===== config.mk =====
export PLATFORM = sky130hd
export DESIGN_NAME = roulette_wheel_select
export DESIGN_NICKNAME = d
export VERILOG_FILES = /design/src/design/rws_pkg.sv /design/src/design/rws_ram.sv /design/src/design/roulette_wheel_select.sv
export SDC_FILE = /design/constraint.sdc
export NUM_CORES = 1
export LEC_CHECK = 0
export ABC_CLOCK_PERIOD_IN_PS = 7800
export BUFFER_PORTS_ARGS = -buffer_cell sky130_fd_sc_hd__buf_2
export CAP_MARGIN = 20
export CELL_PAD_IN_SITES_DETAIL_PLACEMENT = 0
export CELL_PAD_IN_SITES_GLOBAL_PLACEMENT = 1
export CORE_UTILIZATION = 53
export CTS_CLUSTER_DIAMETER = 150
export CTS_CLUSTER_SIZE = 30
export DETAILED_ROUTE_END_ITERATION = 10
export GPL_TIMING_DRIVEN = 0
export PLACE_DENSITY = 0.9
export SYNTH_ARGS = -nofsm -noshare
export SYNTH_HDL_FRONTEND = slang
export SYNTH_SLANG_ARGS = --single-unit

===== constraint.sdc =====
create_clock -name i_clk -period 7.8 [get_ports i_clk]
set_clock_uncertainty 0.15 [all_clocks]
set_input_delay 0.39 -clock i_clk [delete_from_list [all_inputs] [get_ports i_clk]]
set_output_delay 0.39 -clock i_clk [all_outputs]
set_load 0.02 [all_outputs]

===== src/design/rws_pkg.sv =====
// Package: shared types and codes for the roulette wheel selector.
`timescale 1ns / 1ps

package rws_pkg;

    localparam logic FUNC_WRITE  = 1'b0;
    localparam logic FUNC_SELECT = 1'b1;

    typedef struct packed {
        logic        func;
        logic [4:0]  member;
        logic [7:0]  fitness;
        logic [15:0] random_draw;
    } t_in_word;

    typedef struct packed {
        logic [4:0] chosen_member;
        logic       found;
    } t_out_word;

    typedef enum logic [2:0] {
        ST_CLEAR,
        ST_IDLE,
        ST_WR_UPD,
        ST_MUL,
        ST_WALK,
        ST_DONE
    } t_state;

endpackage


===== src/design/rws_ram.sv =====
// Generic simple dual-port RAM with registered read.
`timescale 1ns / 1ps

module rws_ram #(
    parameter int WIDTH = 8,
    parameter int DEPTH = 32
) (
    input  logic                     i_clk,
    input  logic                     i_we,
    input  logic [$clog2(DEPTH)-1:0] i_waddr,
    input  logic [WIDTH-1:0]         i_wdata,
    input  logic [$clog2(DEPTH)-1:0] i_raddr,
    output logic [WIDTH-1:0]         o_rdata
);

    logic [WIDTH-1:0] r_mem [DEPTH];
    logic [WIDTH-1:0] r_rdata;

    always_ff @(posedge i_clk) begin
        if (i_we) begin
            r_mem[i_waddr] <= i_wdata;
        end
        r_rdata <= r_mem[i_raddr];
    end

    assign o_rdata = r_rdata;

endmodule


===== src/design/roulette_wheel_select.sv =====
// Top level: fitness-proportionate (roulette wheel) selector.
`timescale 1ns / 1ps

// Fitness values live in a MEMBERS-deep RAM with a registered read;
// a running total sits in a register. A write word (func 0) first reads
// the old fitness, then writes the new one and adjusts the total. A
// select word (func 1) returns the first member whose cumulative fitness
// c satisfies r * total < c * 2^RANDOM_BITS. It first forms r * total,
// then walks the RAM one member per cycle; with a zero total it answers
// found = 0 without the walk. Writes to members at or above MEMBERS are
// dropped. After reset a clearing pass writes zero to every entry, during
// which no word is accepted. A finished result waits in an output
// register, so the next word may be accepted while it is still pending.
module roulette_wheel_select #(
    parameter int MEMBERS      = 32,
    parameter int FITNESS_BITS = 8,
    parameter int RANDOM_BITS  = 16
) (
    input  logic                  i_clk,
    input  logic                  i_rst_n,
    input  logic                  i_valid,
    output logic                  o_ready,
    input  rws_pkg::t_in_word     i_data,
    output logic                  o_valid,
    input  logic                  i_ready,
    output rws_pkg::t_out_word    o_data
);

    localparam int IDX_W   = $clog2(MEMBERS);
    localparam int TOTAL_W = FITNESS_BITS + $clog2(MEMBERS);
    localparam int PROD_W  = RANDOM_BITS + TOTAL_W;

    rws_pkg::t_state    r_state, n_state;
    logic [IDX_W-1:0]   r_idx, n_idx;
    logic [TOTAL_W-1:0] r_total, n_total;
    logic               r_out_valid, n_out_valid;

    logic [TOTAL_W-1:0]      r_cum, n_cum;
    logic [PROD_W-1:0]       r_prod, n_prod;
    logic [RANDOM_BITS-1:0]  r_rand, n_rand;
    logic [IDX_W-1:0]        r_wr_addr, n_wr_addr;
    logic [FITNESS_BITS-1:0] r_wr_data, n_wr_data;
    rws_pkg::t_out_word      r_res, n_res;
    rws_pkg::t_out_word      r_out, n_out;

    logic                    ram_we;
    logic [IDX_W-1:0]        ram_waddr;
    logic [FITNESS_BITS-1:0] ram_wdata;
    logic [IDX_W-1:0]        ram_raddr;
    logic [FITNESS_BITS-1:0] ram_rdata;

    logic [31:0]             in_member_ext;
    logic [31:0]             in_fit_ext;
    logic [31:0]             in_rand_ext;
    logic [31:0]             idx_ext;
    logic                    in_member_ok;
    logic                    idx_last;
    logic                    out_free;
    logic [TOTAL_W-1:0]      cum_now;

    assign in_member_ext = 32'(i_data.member);
    assign in_fit_ext    = 32'(i_data.fitness);
    assign in_rand_ext   = 32'(i_data.random_draw);
    assign idx_ext       = 32'(r_idx);
    assign in_member_ok  = int'(i_data.member) < MEMBERS;
    assign idx_last      = (r_idx == IDX_W'(MEMBERS - 1));
    assign out_free      = !r_out_valid || i_ready;
    assign cum_now       = r_cum + TOTAL_W'(ram_rdata);

    rws_ram #(
        .WIDTH(FITNESS_BITS),
        .DEPTH(MEMBERS)
    ) u_fit_ram (
        .i_clk  (i_clk),
        .i_we   (ram_we),
        .i_waddr(ram_waddr),
        .i_wdata(ram_wdata),
        .i_raddr(ram_raddr),
        .o_rdata(ram_rdata)
    );

    always_comb begin
        n_state     = r_state;
        n_idx       = r_idx;
        n_total     = r_total;
        n_out_valid = r_out_valid;
        n_cum       = r_cum;
        n_prod      = r_prod;
        n_rand      = r_rand;
        n_wr_addr   = r_wr_addr;
        n_wr_data   = r_wr_data;
        n_res       = r_res;
        n_out       = r_out;
        ram_we      = 1'b0;
        ram_waddr   = r_wr_addr;
        ram_wdata   = r_wr_data;
        ram_raddr   = '0;
        o_ready     = 1'b0;

        if (r_out_valid && i_ready) begin
            n_out_valid = 1'b0;
        end

        unique case (r_state)
            rws_pkg::ST_CLEAR: begin
                ram_we    = 1'b1;
                ram_waddr = r_idx;
                ram_wdata = '0;
                n_idx     = r_idx + 1'b1;
                if (idx_last) begin
                    n_idx   = '0;
                    n_state = rws_pkg::ST_IDLE;
                end
            end
            rws_pkg::ST_IDLE: begin
                o_ready   = 1'b1;
                n_wr_addr = in_member_ext[IDX_W-1:0];
                n_wr_data = in_fit_ext[FITNESS_BITS-1:0];
                n_rand    = in_rand_ext[RANDOM_BITS-1:0];
                ram_raddr = in_member_ext[IDX_W-1:0];
                if (i_valid) begin
                    if (i_data.func == rws_pkg::FUNC_WRITE) begin
                        if (in_member_ok) begin
                            n_state = rws_pkg::ST_WR_UPD;
                        end
                    end else if (r_total == '0) begin
                        n_res   = '{chosen_member: '0, found: 1'b0};
                        n_state = rws_pkg::ST_DONE;
                    end else begin
                        n_state = rws_pkg::ST_MUL;
                    end
                end
            end
            rws_pkg::ST_WR_UPD: begin
                // read data holds the old fitness of this member
                ram_we    = 1'b1;
                n_total   = r_total - TOTAL_W'(ram_rdata) + TOTAL_W'(r_wr_data);
                n_state   = rws_pkg::ST_IDLE;
            end
            rws_pkg::ST_MUL: begin
                n_prod    = PROD_W'(r_rand) * PROD_W'(r_total);
                n_cum     = '0;
                n_idx     = '0;
                ram_raddr = '0;
                n_state   = rws_pkg::ST_WALK;
            end
            rws_pkg::ST_WALK: begin
                ram_raddr = idx_last ? '0 : r_idx + 1'b1;
                n_cum     = cum_now;
                n_idx     = r_idx + 1'b1;
                if (r_prod < {cum_now, {RANDOM_BITS{1'b0}}}) begin
                    n_res   = '{chosen_member: idx_ext[4:0], found: 1'b1};
                    n_state = rws_pkg::ST_DONE;
                end else if (idx_last) begin
                    n_res   = '{chosen_member: '0, found: 1'b0};
                    n_state = rws_pkg::ST_DONE;
                end
            end
            rws_pkg::ST_DONE: begin
                if (out_free) begin
                    n_out       = r_res;
                    n_out_valid = 1'b1;
                    n_state     = rws_pkg::ST_IDLE;
                end
            end
            default: begin
                n_state = rws_pkg::ST_IDLE;
            end
        endcase
    end

    always_ff @(posedge i_clk) begin
        if (!i_rst_n) begin
            r_state     <= rws_pkg::ST_CLEAR;
            r_idx       <= '0;
            r_total     <= '0;
            r_out_valid <= 1'b0;
        end else begin
            r_state     <= n_state;
            r_idx       <= n_idx;
            r_total     <= n_total;
            r_out_valid <= n_out_valid;
        end
    end

    always_ff @(posedge i_clk) begin
        r_cum     <= n_cum;
        r_prod    <= n_prod;
        r_rand    <= n_rand;
        r_wr_addr <= n_wr_addr;
        r_wr_data <= n_wr_data;
        r_res     <= n_res;
        r_out     <= n_out;
    end

    assign o_valid = r_out_valid;
    assign o_data  = r_out;

endmodule

======== Yosys cells after proc, flatten, opt, wreduce, memory -nomap -nowiden ========
Memory sizes are Yosys's and may differ from the RTL's. A register that Yosys moved wholly into a read port is not among the register bits.
Cells that the tools add are included.
word-level totals
  bits in registers ....................... 105
  RAM bits ................................ 256
  input port bits ......................... 34
  output and inout port bits .............. 8
  word-level logic and storage cells ...... 71
  memories ................................ 1
operators by class
  $add $sub $neg .......................... 4
  multipliers ............................. 1
  $lt $le $gt $ge ......................... 1
  equal/unequal tests ..................... 12
  mux-type cells .......................... 27
  reductions and logical operators ........ 12
memory list
  name             depth  bits a word  rd ports  clocked after Yosys merged registers in  wr ports  line           RTL
  u_fit_ram.r_mem  32     8            1         1                                        1         rws_ram.sv:16  logic [WIDTH-1:0] r_mem [DEPTH];
operator list
  operator                                             count
  two-way mux 6 bit                                    5
  < comparator 29 bit                                  1
  multiplier 16 x 13 -> 29 bit                         1
  adder 13 x 8 -> 13 bit                               2
  case mux 13 bit (2 select lines)                     1
  two-way mux 3 bit                                    7
  case mux 3 bit (5 select lines)                      1
  case mux 5 bit (3 select lines)                      1
  zero test 13 bit                                     1
  subtractor 13 x 8 -> 13 bit                          1
  case mux 6 bit (2 select lines)                      1
  two-way mux 5 bit                                    2
  != test 2 bit, second input constant                 5
  case mux 5 bit (2 select lines)                      1
  two-way mux 8 bit                                    1
  two-way mux 1 bit                                    7
  equality test 3 x 2 -> 1 bit, second input constant  2
  equality test 3 bit, second input constant           2
  adder 5 x 1 -> 5 bit, second input constant          1
  equality test 5 bit, second input constant           1
  AND reduction 5 bit                                  1
  AND reduction 4 bit                                  1
  nonzero test 2 bit                                   2
  equality test 3 x 1 -> 1 bit, second input constant  1
  8 further kinds                                      8

======== Longest topological paths before layout ========
Gate-level depths: netlist of run 1.
  depth in word-level cells ............... 5
  gate-level depth with buffers ........... 21

======== Cells and area by module ========
Synthesis of run 1 repeated with hierarchy kept, for this count alone.
second synthesis, totals
  cells, all modules ...................... 1,600
  area, all modules ....................... 21,349.2 um2
modules (own cells, without submodules)
  module                 times used  cells an instance  area each (um2)  sequential area each (um2)
  roulette_wheel_select  1           1,183              11,295.8         2,452.4
  rws_ram                1           417                10,053.4         7,847.5

======== Worst setup path after synthesis of run 1 ========
No wires, ideal clock.
  path type ............................... reg-to-reg
  start point ............................. reg r_total[4]
  end point ............................... reg r_prod[22], data pin
  setup time .............................. 263 ps
  data arrival time ....................... 5,121 ps
  required time ........................... 7,387 ps
  path slack .............................. 2,267 ps
  stages on the path, launching flop included .. 20
  path buffers ............................ 2
  clock period less this slack ............ 5,533 ps
  cell sequence ........................... dfxtp_1 > clkbuf_1 > clkbuf_1 > nand2_1 > fa_1 > fa_1 > inv_1 > fa_1 > fa_1 > inv_1 > fa_1 > inv_1 > ha_1 > and3_1 > and2_1 > a221oi_2 > a31oi_1 > and3_1 > a311oi_1 > xnor2_1
on the way
  cells in the longest elaborated chain, start to end .. 1
ends and longest elaborated chain
  what                          line                          RTL
  start, declared               roulette_wheel_select.sv:35   logic [TOTAL_W-1:0] r_total, n_total;
  start signal, assigned        roulette_wheel_select.sv:181  r_total <= n_total;
  multiplier 16 x 13 -> 29 bit  roulette_wheel_select.sv:141  n_prod = PROD_W'(r_rand) * PROD_W'(r_total);
  end signal, assigned          roulette_wheel_select.sv:188  r_prod <= n_prod;
  end, declared                 roulette_wheel_select.sv:39   logic [PROD_W-1:0] r_prod, n_prod;
No other way between the ends.
A chain may end at the register's enable or synchronous reset.

======== Final worst setup path of run 1 ========
  start point ............................. reg r_total[5]
  end point ............................... reg r_prod[22], data pin
The elaborated chain is that of the path after synthesis.

==> results of run 1 <==
[cell type report]
| type | instances | area [sq um] |
|---|---|---|
| fill | 3102 | 16500 |
| sequential | 353 | 10300 |
| multi-input combinational | 989 | 9790 |
| inverter | 219 | 822 |
| timing repair buffer | 78 | 668 |
| tap | 525 | 657 |
| clock buffer | 25 | 455 |
| buffer | 68 | 373 |
| clock inverter | 3 | 41.3 |
[per-layer routing]
| metal | vias up | GRT usage | part of all wire |
|---|---|---|---|
| li1 | 5843 | - | - |
| met2 | 571 | 0.380 | 0.46 |
| met1 | 6519 | 0.353 | 0.42 |
| met4 | 2 | 0.0669 | 0.026 |
| met3 | 82 | 0.0492 | 0.097 |
| met5 | - | 0 | 0.00027 |
[cell usage in the layout, fill, tap and decap left out, types with 5 or more instances in the layout]
cell type,netlist,final
sky130_fd_sc_hd__edfxtp_1,323,323
sky130_fd_sc_hd__inv_1,219,219
sky130_fd_sc_hd__fa_1,162,162
sky130_fd_sc_hd__nand2_1,156,156
sky130_fd_sc_hd__and2_1,109,109
sky130_fd_sc_hd__ha_1,107,107
sky130_fd_sc_hd__nor2_1,84,76
sky130_fd_sc_hd__mux4_2,59,59
sky130_fd_sc_hd__clkbuf_1,49,57
sky130_fd_sc_hd__buf_2,5,45
sky130_fd_sc_hd__a21oi_1,37,37
sky130_fd_sc_hd__o21ai_0,32,32
sky130_fd_sc_hd__o22ai_1,32,32
sky130_fd_sc_hd__dfxtp_1,30,30
sky130_fd_sc_hd__dlygate4sd3_1,0,29
sky130_fd_sc_hd__xnor2_1,21,21
sky130_fd_sc_hd__nand3_1,19,19
sky130_fd_sc_hd__a21o_1,17,17
sky130_fd_sc_hd__clkbuf_16,0,17
sky130_fd_sc_hd__xor2_1,15,15
sky130_fd_sc_hd__nand2b_1,11,11
sky130_fd_sc_hd__nor3_1,9,9
sky130_fd_sc_hd__a21boi_0,8,8
sky130_fd_sc_hd__nand4_1,8,8
sky130_fd_sc_hd__nor2_2,0,8
sky130_fd_sc_hd__nor4_1,8,8
sky130_fd_sc_hd__and3_1,7,7
sky130_fd_sc_hd__a211oi_1,5,5
sky130_fd_sc_hd__buf_12,4,5
sky130_fd_sc_hd__nor2b_1,6,5
sky130_fd_sc_hd__mux4_1,5,5
sky130_fd_sc_hd__buf_8,0,5
[stage by stage]
stage,utilization,cell area [sq um]
6_report,0.583,23100
5_1_grt,0.583,23100
4_1_cts,0.583,23100
3_5_place_dp,0.563,22300
3_3_place_gp,0.558,22100
2_1_floorplan,-,21300
[worst max-delay path by stage]
stage | depth (start not counted) | to | startpoint | slack [ps]
after global routing | 19 | r_prod[26] | r_total[5] | 640
final | 19 | r_prod[22] | r_total[5] | 1040
after detailed placement | 19 | r_prod[22] | r_total[5] | 1130
after global placement | 19 | r_prod[22] | r_total[5] | 1260
after CTS | 19 | r_prod[22] | r_total[5] | 1070
after floorplan | 19 | r_prod[22] | r_total[4] | 2270
[power breakdown]
part	internal [mW]	leakage (nW)	total (mW)	switching, mW
Sequential	2.06	3.13	2.07	0.0101
Clock	0.424	0.238	1.02	0.592
Combinational	0.0890	5.66	0.207	0.118
[registers in the layout (all words and copies together), names as in the netlist]
name and count:
u_fit_ram.r_mem 256, r_rand 16, r_cum 13, r_prod 13, r_total 13, r_wr_data 8, u_fit_ram.o_rdata 8, o_data 6
r_res 6, r_idx 5, r_wr_addr 5, r_state 3, o_valid 1
[tightest hold or removal path, delay by kind of cell]
kind                   cells  cell delay (ps)
and+or+nand+nor            1              140
AOI/OAI and AO/OA          1              100
buffers and inverters      1               70
[cells by family (layout without fill, tap and decap cells)]
| logic type | Yosys count | after routing |
|---|---|---|
| flops | 353 | 353 |
| simple gates | 443 | 443 |
| mux | 69 | 69 |
| compound gates | 172 | 172 |
| fa+ha+maj | 269 | 269 |
| buf+inv | 287 | 393 |
| xor+xnor | 36 | 36 |
==> flow_summary.ini, run 1 <==
[layout]
nets = 2028
drive_gt1_frac = 0.0986
antenna-diode-count = 0
area_growth_syn_to_layout_pct = 8.70
layout.cells.non_filler = 2260

[cts]
cts_num_sinks = 353
cts-root-to-sink-buffers = 3
clock_tree_from_tritoncts = built
cts-buffers-inserted = 16
ctsResizeCount = 0
cts_clk_pin_slew_worst_paths_ps = 120
post-cts-setup-buffers = 0
h_tree_lvl_count = 1
ctsHoldBuffers = 29
worst_skew_pair.late_latency_ps = 530
clock_tree.root_cell = sky130_fd_sc_hd__clkbuf_16

[sta]
timing.max_slew.rel_slack = 0.334
worstMarginPinSlew_ps = 990
whs_ps = 62.8
grt_setup_unrepaired = false
setup_total_negative_slack_ps = 0
fin_crit_sh = 0.866
max_freq_mhz = 148
final_hold_viol_count = 0
timing_max_transition_violations_final = 0
setup_slack_ps = 1040
min_period_ps = 6760
setup_viol = 0

[yosys]
yosys-top-cells-area = sky130_fd_sc_hd__edfxtp_1 (46%), sky130_fd_sc_hd__fa_1 (15%), sky130_fd_sc_hd__ha_1 (6.3%)
synth_largest_type_area_fraction = 0.456
synthesis.instances = 1629
arithmetic_cell_share_of_the_synthesized_area_counting_full_adders_half_adders_and_majority_gates = 0.216
ys_async_sr_fraction = 0
synth_seq_cells = 353
synth_top_cell_by_area = sky130_fd_sc_hd__edfxtp_1
ys_top_cells_by_count = sky130_fd_sc_hd__edfxtp_1 (323), sky130_fd_sc_hd__inv_1 (219), sky130_fd_sc_hd__fa_1 (162)
yosys.area_share.simple = 0.104
dominant_combinational_cell_family_by_area_after_synthesis = adder cells
synth_flop_cell = sky130_fd_sc_hd__edfxtp_1
synth.yosys.warnings = 0
synthMostInstantiatedCell = sky130_fd_sc_hd__edfxtp_1
synth_mux_area_frac = 0.0711
syn-cell-area_sq_um = 21300
ys_seq_area_frac = 0.484
synth_compound_gate_area_share = 0.0534
synth-xor-area-share = 0.0148
syn_avg_cell_area_sq_um = 13.1
mappedNetlistNets = 1932
yosysUniqueCellTypes = 70
synth-edff-count = 323

[setup_path]
cpLargestDelayFamily = adder cells
timing.critical_path.cells = clkbuf_1 -> clkbuf_1 -> nand2_1 -> fa_1 -> fa_1 -> inv_1 -> fa_1 -> fa_1 -> inv_1 -> fa_1 -> inv_1 -> ha_1 -> and3_1 -> and2_1 -> a221oi_2 -> a31oi_1 -> and3_1 -> a311oi_1 -> xnor2_1
worstPathArrival_ps = 6860
critical_path.endpoint_type = flip-flop
crit_path_frequent_cell = sky130_fd_sc_hd__fa_1
crit_required_ps = 7910
timing.critical_path.slowest_stage_cell = sky130_fd_sc_hd__clkbuf_1
critical_path.max_fanout = 10
worst_r2r_endpoint = r_prod[22]
criticalPathCategory = reg2reg
reg2reg_from = r_total[5]
worstRegToRegCells = 19
critPathMaxStageDelay_ps = 600
worst_setup_path_start_kind = flip-flop
crit_path_buf_inv_count = 5
r2r_slack_ps = 1040

[floorplanning]
die_footprint_sq_um = 40900
die-height_microns = 202
placeableCoreArea_sq_um = 39600
placement_row_count = 73
io-pin-count = 42
die-width_microns = 202
start_util = 0.536

[grt]
antenna_found_initial = 1
grt.overflow.total = 0
grt_max_degree = 32
via_count_of_the_first_global_routing_pass = 13300
grt_pass1_wl_microns = 75700
track_usage = 0.245

[worst_hold_path]
hold-path-endpoint = o_valid
hold_path_class = in2reg
worst_hold_startpoint = i_ready
worstHoldPathCells = 3

[power_and_ir_drop]
vdd_ir_drop_max_uv = 120
totalPowerFinal_mw = 3.29
cellPowerDensity_nw_per_um2 = 142
power_leakage_nw = 9.02

[detailed_routing]
vias_per_cell = 5.76
detailroute.via_count = 13000
wl_microns = 48600
drtIter0Drc = 1278
drc_errors = 0
final_antenna_net_count = 0
detail_route.first_pass.iterations = 5
route.detailed.wl_per_inst_microns = 21.5

[place]
dp_worst_setup_slack_ps = 1130
hpwlAfterDp_microns = 36200
numPortBuffers = 40
placed_cells = 2203
finalWeightedCongestion = 0.887

[job]
cap_viol_max_count = 0

[run_status]
status = complete, no violations
(Power assumes the default switching activity.)
==> inputs of run 2 (changes only) <==
Settings changed: CORE_UTILIZATION 53 to 55, CTS_BUF_LIST from default to sky130_fd_sc_hd__clkbuf_8, PLACE_DENSITY 0.9 to 0.93.
==> run 2 against run 1 <==
Net effect:
- wire length decreased by 1.0%
- total power decreased by 7.0%
- die area shrank 3.6%
- fmax increased by 1.7%
- via count rose by 0.89%
- core utilization increased by 2.2 points
- final area is 0.90% lower
==> flow_summary.ini, run 2 (synthesis gave the netlist of run 1 again) <==
[detailed_routing]
vias_per_cell = 5.84
drtIter0Drc = 1458
detailroute.via_count = 13100
route.detailed.wl_per_inst_microns = 21.4
detail_route.first_pass.iterations = 6
final_antenna_net_count = 0
drc_errors = 0
wl_microns = 48100

[sta]
setup_viol = 0
final_hold_viol_count = 0
whs_ps = 124
worstMarginPinSlew_ps = 959
min_period_ps = 6640
setup_total_negative_slack_ps = 0
timing.max_slew.rel_slack = 0.358
grt_setup_unrepaired = false
fin_crit_sh = 0.852
setup_slack_ps = 1160
max_freq_mhz = 151
timing_max_transition_violations_final = 0

[setup_path]
critical_path.max_fanout = 10
crit_path_buf_inv_count = 5
reg2reg_from = r_total[5]
crit_required_ps = 7970
criticalPathCategory = reg2reg
worst_setup_path_start_kind = flip-flop
cpLargestDelayFamily = adder cells
timing.critical_path.slowest_stage_cell = sky130_fd_sc_hd__clkbuf_1
worst_setup_path_startpoint = r_total[5]
critPathMaxStageDelay_ps = 520
critical_path.endpoint_type = flip-flop
crit_path_frequent_cell = sky130_fd_sc_hd__fa_1
timing.critical_path.cells = clkbuf_1 -> clkbuf_1 -> nand2_1 -> fa_1 -> fa_1 -> inv_1 -> fa_1 -> fa_1 -> inv_1 -> fa_1 -> inv_1 -> ha_1 -> and3_1 -> and2_1 -> a221oi_2 -> a31oi_1 -> and3_1 -> a311oi_1 -> xnor2_1
worstPathArrival_ps = 6810

[floorplanning]
placement_row_count = 71
io-pin-count = 42
start_util = 0.562
die-width_microns = 199
die-height_microns = 199
placeableCoreArea_sq_um = 37800
die_footprint_sq_um = 39400

[cts]
h_tree_lvl_count = 1
cts-buffers-inserted = 16
cts-root-to-sink-buffers = 3
clock_tree.root_cell = sky130_fd_sc_hd__clkbuf_8
cts_num_sinks = 353
worst_skew_pair.late_latency_ps = 580
cts_clk_pin_slew_worst_paths_ps = 170
clock_tree_from_tritoncts = built

[grt]
grt.overflow.total = 0
antenna_found_initial = 0
grt_max_degree = 32
grt_pass1_wl_microns = 74900
via_count_of_the_first_global_routing_pass = 13100
track_usage = 0.253

[layout]
post-route-util = 0.605
area_growth_syn_to_layout_pct = 7.72
layout.cells.non_filler = 2248
post-route-cell-area_sq_um = 22900
drive_gt1_frac = 0.0979
antenna-diode-count = 0
flip_flop_count_of_the_largest_register_after_layout = 256
mostFrequentLayoutCells = sky130_fd_sc_hd__edfxtp_1 (323), sky130_fd_sc_hd__inv_1 (228), sky130_fd_sc_hd__fa_1 (162)
nets = 2030
layout.cells.most_common = sky130_fd_sc_hd__edfxtp_1
largest_registers = u_fit_ram.r_mem x256, r_rand x16
registers.top_by_ff_count = u_fit_ram.r_mem

[power_and_ir_drop]
cellPowerDensity_nw_per_um2 = 134
p_comb_frac = 0.068
power.share.clock = 0.256
power_leakage_nw = 8.97
seq_power_share = 0.676
vdd_ir_drop_max_uv = 132
net-switching-power_mw = 0.694
netSwitchingFraction = 0.227
totalPowerFinal_mw = 3.06
cellInternalPower_mw = 2.37

[run_status]
status = complete, no violations

[place]
finalWeightedCongestion = 0.882
numPortBuffers = 40
placed_cells = 2189
hpwlAfterDp_microns = 36400
placedInstanceArea_sq_um = 22300
dp_worst_setup_slack_ps = 1260

[worst_hold_path]
hold_path_class = in2reg
worst_hold_startpoint = i_rst_n

[job]
cap_viol_max_count = 0
[run 2: what timing repair did]
| item | CTS | global route |
|---|---|---|
| resized for setup | 0 | 0 |
| setup buffers | 0 | 0 |
| endpoints found under the hold margin | 31 | 0 |
| hold buffers | 31 | 0 |
[run 2: worst paths after layout]
kind	cells after the start	slack, ps	endpoint
min	3	120	r_idx[4]
min reg2reg	0	300	o_data[5]
max	19	1160	r_prod[22]
max reg2reg	19	1160	r_prod[22]
[run 2: layout make-up]
class | instances | area (sq um)
plain buffers | 68 | 373
clock buffers | 17 | 234
inverters | 219 | 822
repair buffers | 80 | 671
fillers | 2880 | 14900
clock inverters | 11 | 70.1
multi-input cells | 989 | 9790
flip-flops and latches | 353 | 10300
well taps | 511 | 639
[run 2: tightest hold or removal path, delay by kind of cell]
family | cells | cell delay [ps]
compound gates | 2 | 220
buf+inv | 1 | 220
[run 2: per-layer routing]
layer | share of wire | routed length (microns) | up-vias | GRT usage
met3 | 0.087 | 4190 | 85 | 0.0368
met4 | 0.025 | 1180 | 0 | 0.0595
met5 | 0 | 0 | - | 0
met2 | 0.46 | 22100 | 596 | 0.390
li1 | - | - | 5826 | -
met1 | 0.43 | 20600 | 6626 | 0.380
[run 2: power by group through the flow]
stage,Clock [mW],Combinational (mW),Sequential (mW)
floorplan,0,0.135,2.11
global placement,0,0.185,2.11
detailed placement,0,0.191,2.11
CTS,0.795,0.205,2.07
global route,0.840,0.227,2.07
finish,0.784,0.209,2.07
